### config.mk
export PLATFORM = sky130hd
export DESIGN_NAME = ato_mul
export DESIGN_NICKNAME = d
export VERILOG_FILES = /design/src/rtl/core/ato_pkg.sv /design/src/rtl/core/ato_mul.sv
export SDC_FILE = /design/constraint.sdc
export NUM_CORES = 2
export LEC_CHECK = 0
export ABC_CLOCK_PERIOD_IN_PS = 6900
export BUFFER_PORTS_ARGS = -buffer_cell sky130_fd_sc_hd__buf_4
export CAP_MARGIN = 40
export CORE_UTILIZATION = 55
export DETAILED_ROUTE_END_ITERATION = 8
export PLACE_DENSITY = 0.85
export SLEW_MARGIN = 20
export SYNTH_ARGS = -nofsm -noshare
export SYNTH_HDL_FRONTEND = slang
export SYNTH_SLANG_ARGS = --single-unit
### constraint.sdc
create_clock -name clk -period 6.9 [get_ports clk]
set_input_delay 0.69 -clock clk [delete_from_list [all_inputs] [get_ports clk]]
set_output_delay 0.69 -clock clk [all_outputs]
set_load 0.01 [all_outputs]
### src/rtl/core/ato_pkg.sv
// Package for the angle tracking observer.
// Holds the angle format constants, register offsets, sequencer states and
// the speed-to-turn conversion shared by the top level.
package ato_pkg;

  localparam int ANGLE_BITS     = 16;
  localparam int GAIN_FRAC_BITS = 24;
  localparam int TURN_SHIFT     = 32 - ANGLE_BITS;

  localparam int SPD_LSHIFT = (ANGLE_BITS <= 16) ? 16 - ANGLE_BITS : 0;
  localparam int SPD_RSHIFT = (ANGLE_BITS > 16) ? ANGLE_BITS - 16 : 0;

  localparam int MUL_A_BITS = 33;
  localparam int MUL_B_BITS = 25;

  localparam logic [1:0] REG_POS_GAIN        = 2'd0;
  localparam logic [1:0] REG_VEL_GAIN        = 2'd1;
  localparam logic [1:0] REG_ANGLE_OFFSET    = 2'd2;
  localparam logic [1:0] REG_POLE_PAIR_COUNT = 2'd3;

  typedef enum logic [2:0] {
    ST_IDLE,
    ST_ERR,
    ST_MULP,
    ST_MULV,
    ST_SPD,
    ST_PRED,
    ST_MULE,
    ST_OUT
  } ato_state_t;

  // Speed with 16 fractional bits of an angle LSB, as a fraction of a turn.
  function automatic logic [31:0] speed_turn(input logic signed [31:0] spd);
    logic signed [31:0] shifted;
    begin
      shifted = (spd >>> SPD_RSHIFT) <<< SPD_LSHIFT;
      return 32'(shifted);
    end
  endfunction

endpackage

### src/rtl/core/ato_mul.sv
// Shared signed multiplier of the angle tracking observer.
// Registered product; operands are selected by the top level sequencer.
module ato_mul #(
  parameter int AW = ato_pkg::MUL_A_BITS,
  parameter int BW = ato_pkg::MUL_B_BITS
) (
  input  logic                 clk,
  input  logic                 en,
  input  logic signed [AW-1:0] a,
  input  logic signed [BW-1:0] b,
  output logic signed [AW+BW-1:0] p
);
  import ato_pkg::*;

  always_ff @(posedge clk) begin
    if (en) begin
      p <= (AW+BW)'(a) * (AW+BW)'(b);
    end
  end

endmodule

==> key figures <==
Synth
  – Sequential-to-total area share from yosys stat: 0.05658
  – Top cells by count, synth: fa_1, inv_1, nand2_1
  – Mapped Area: 30780 µm²
  – Largest cells by area after synthesis: fa_1, inv_1, and2_1
  – Post-synth EDFFs: 58
  – Prevailing post-synth register cell: edfxtp_1
  – Synthesized net count: 4267
  – Top cell type's share of synthesized area: 0.5476
  – Most frequent cell after synthesis: fa_1
  – Mean Syn Cell Area: 9.596 µm²
  – Leading area contributor after synthesis: fa_1
  – FF+latch count, synth: 58
  – Syn Inst Count: 3208
  – FFs w/ async S/R, synth: 0
  – Warnings from Yosys: 0
  – Number of distinct library cells after synthesis: 60

Min path
  – Hold wc startpoint: b[0]
  – Tightest Hold Check Type: primary input to flop

Placed design
  – IO buf count: 117
  – Setup slack after placement: -540.5 ps
  – Routability Congestion: 0.9756
  – Post-DP Area: 34560 µm²
  – Post-detail-place hpwl: 71.74 mm

STA
  – Post-layout min period: 6783 ps
  – PnR worst setup slack: 117.0 ps
  – Slew headroom: 0.4419
  – Setup tns final: 0 ps
  – RSZ-0062 raised after global routing: true
  – Max Clk Rate: 147.4 MHz
  – Slew @ Worst Pin: 837.1 ps
  – Final hold violation count: 0
  – Final worst-path cycle share: 0.9830
  – Max Slew Vio Count: 0
  – Final setup vio count: 0

Die
  – Core area: 55200 µm²
  – # rows: 86
  – Initial core utilization: 0.5577
  – Chip Height: 238.6 µm
  – Die extent in x: 238.6 µm
  – Die Area: 56920 µm²
  – # IOs: 118

Clocking
  – Worst-path clk slew: 60 ps
  – H-tree depth: 3
  – Sink Count: 58
  – Hold buffers post-CTS: 0
  – Longest Clk Path Bufs: 2
  – CTS root buf: clkbuf_16
  – TritonCTS Buffers: 9
  – CTS tree: yes

Setup path
  – Crit-path slowest cell: fa_1
  – Arr. time, crit path: 6870 ps
  – Top fanout value on the critical path: 15
  – Max stage delay on crit path: 560 ps
  – Crit path cell chain: buf_4 > buf_4 > and2_1 > fa_1 > fa_1 > inv_1 > fa_1 > inv_1 > fa_1 > fa_1 > fa_1 > fa_2 > ha_4 > buf_4 > nand4_1 > o211ai_1 > a21oi_1 > a31o_1 > o21a_4 > o21ai_4 > a31oi_4 > o31ai_2 > xor2_1
  – Setup CP Type: primary input to flop
  – Crit. Startpoint: a[14]
  – CP required: 6990 ps
  – CP dominant cell by count: fa_1
  – Kind of start point of the critical path: primary input
  – Crit. End Element: flop

GRT
  – Largest net degree at the start of global routing: 59
  – GRT overflow: 0
  – Vias in the first global route: 26748
  – GRT Total Usage: 0.3048
  – First-pass GRT wire length: 133.5 mm
  – Initial antenna violation count: 1

Route
  – DR pass1 iterations: 7
  – WL final: 84.45 mm
  – Routed Antenna Nets: 0
  – Initial drt markers: 1775
  – Via/cell ratio: 5.581
  – Routed len/inst: 19.81 µm
  – # DRC: 0
  – Via count: 23796

Outcome
  – Outcome: complete, no violations

Job
  – Max-Cap Viols: 0

Final layout
  – Most flops, register: p
  – Max reg flops: 58
  – Largest regs: p x58
  – Layout cells sized above 1: 0.1533
  – Design Area, Final: 35420 µm²
  – Synthesis-to-layout area growth: 15.07%
  – Fill cell count: 3929
  – Nets@finish: 4571
  – Antenna fix cells: 0
logic make-up (layout without fill, tap and decap cells):
kind of cell	Yosys count	in the layout	synth area share
buffers and inverters	944	1252	0.1170
DFF	58	58	0.05658
xor gates and xnor gates	59	59	0.01679
and+or+nand+nor	954	954	0.1549
AOI/OAI and AO/OA	194	194	0.04341
adders and majority gates	999	999	0.6114
stage by stage:
stage / util / cells / hold WS (ps)
2_1_floorplan: - / 3208 / 802.5
3_5_place_dp: 0.6262 / 4239 / 1098
3_3_place_gp: 0.6262 / 4239 / 1098
6_report: 0.6417 / 4264 / 935.7
4_1_cts: 0.6322 / 4254 / 903.5
5_1_grt: 0.6417 / 4264 / 935.2
timing repair:
action                                  CTS  global route
gates resized for setup                   6            94
endpoints found under the setup margin    5            22
setup buffers                             0            10
pin swaps                                 0            48
cell type report:
cell class	count	area (µm²)	share of cell area
multi-input cells	2206	25810	0.7286
repair buffers	451	3670	0.1036
inverters	786	2960	0.08357
well taps	748	935.9	0.02642
clock buffers	9	225.2	0.006358
clock inverters	6	82.58	0.002331
flip-flops and latches	58	1742	0.04917
cells in the final DEF (no fill, tap or decap), types with 6 or more instances in the layout:
cell type,Yosys,final
nor2_1,57,56
inv_1,785,778
buf_12,0,14
a21oi_1,51,44
nand3_1,16,16
xor2_1,15,15
o21bai_1,15,13
nand4_1,15,15
buf_4,1,410
nand2b_1,11,11
a211oi_1,8,6
ha_1,157,145
o21ai_0,28,23
a21o_1,34,34
clkbuf_16,0,9
ha_4,0,12
a31oi_1,10,9
fa_1,842,830
and2_1,409,406
nand2_1,416,415
fa_2,0,12
o211ai_1,7,7
buf_6,1,25
and3_1,8,7
xnor2_1,44,43
edfxtp_1,58,58
worst paths after layout:
kind / slack (ps) / to / cells after the start
max: 120 / p[50]$_DFFE_PP_ / 23
min: 940 / p[0]$_DFFE_PP_ / 2
worst max-delay path: cells and delay by family:
kind,cells,cell delay [ps]
adder cells (fa/ha/maj),8,3870
AO/OA/AOI/OAI,7,1380
buffers and inverters,5,590
XOR/XNOR,1,90
AND/OR/NAND/NOR,2,240
per-layer routing:
layer / wire length [µm] / global-route usage / vias up
met4: 6359 / 0.2053 / 0
met1: 27030 / 0.3386 / 12112
met2: 44160 / 0.5339 / 1362
met3: 6905 / 0.05485 / 432
li1: - / - / 9890
met5: 0 / 0 / -
Power is not shown: default switching activity piles up to over one toggle a cycle in this logic, so the estimate is an artifact.
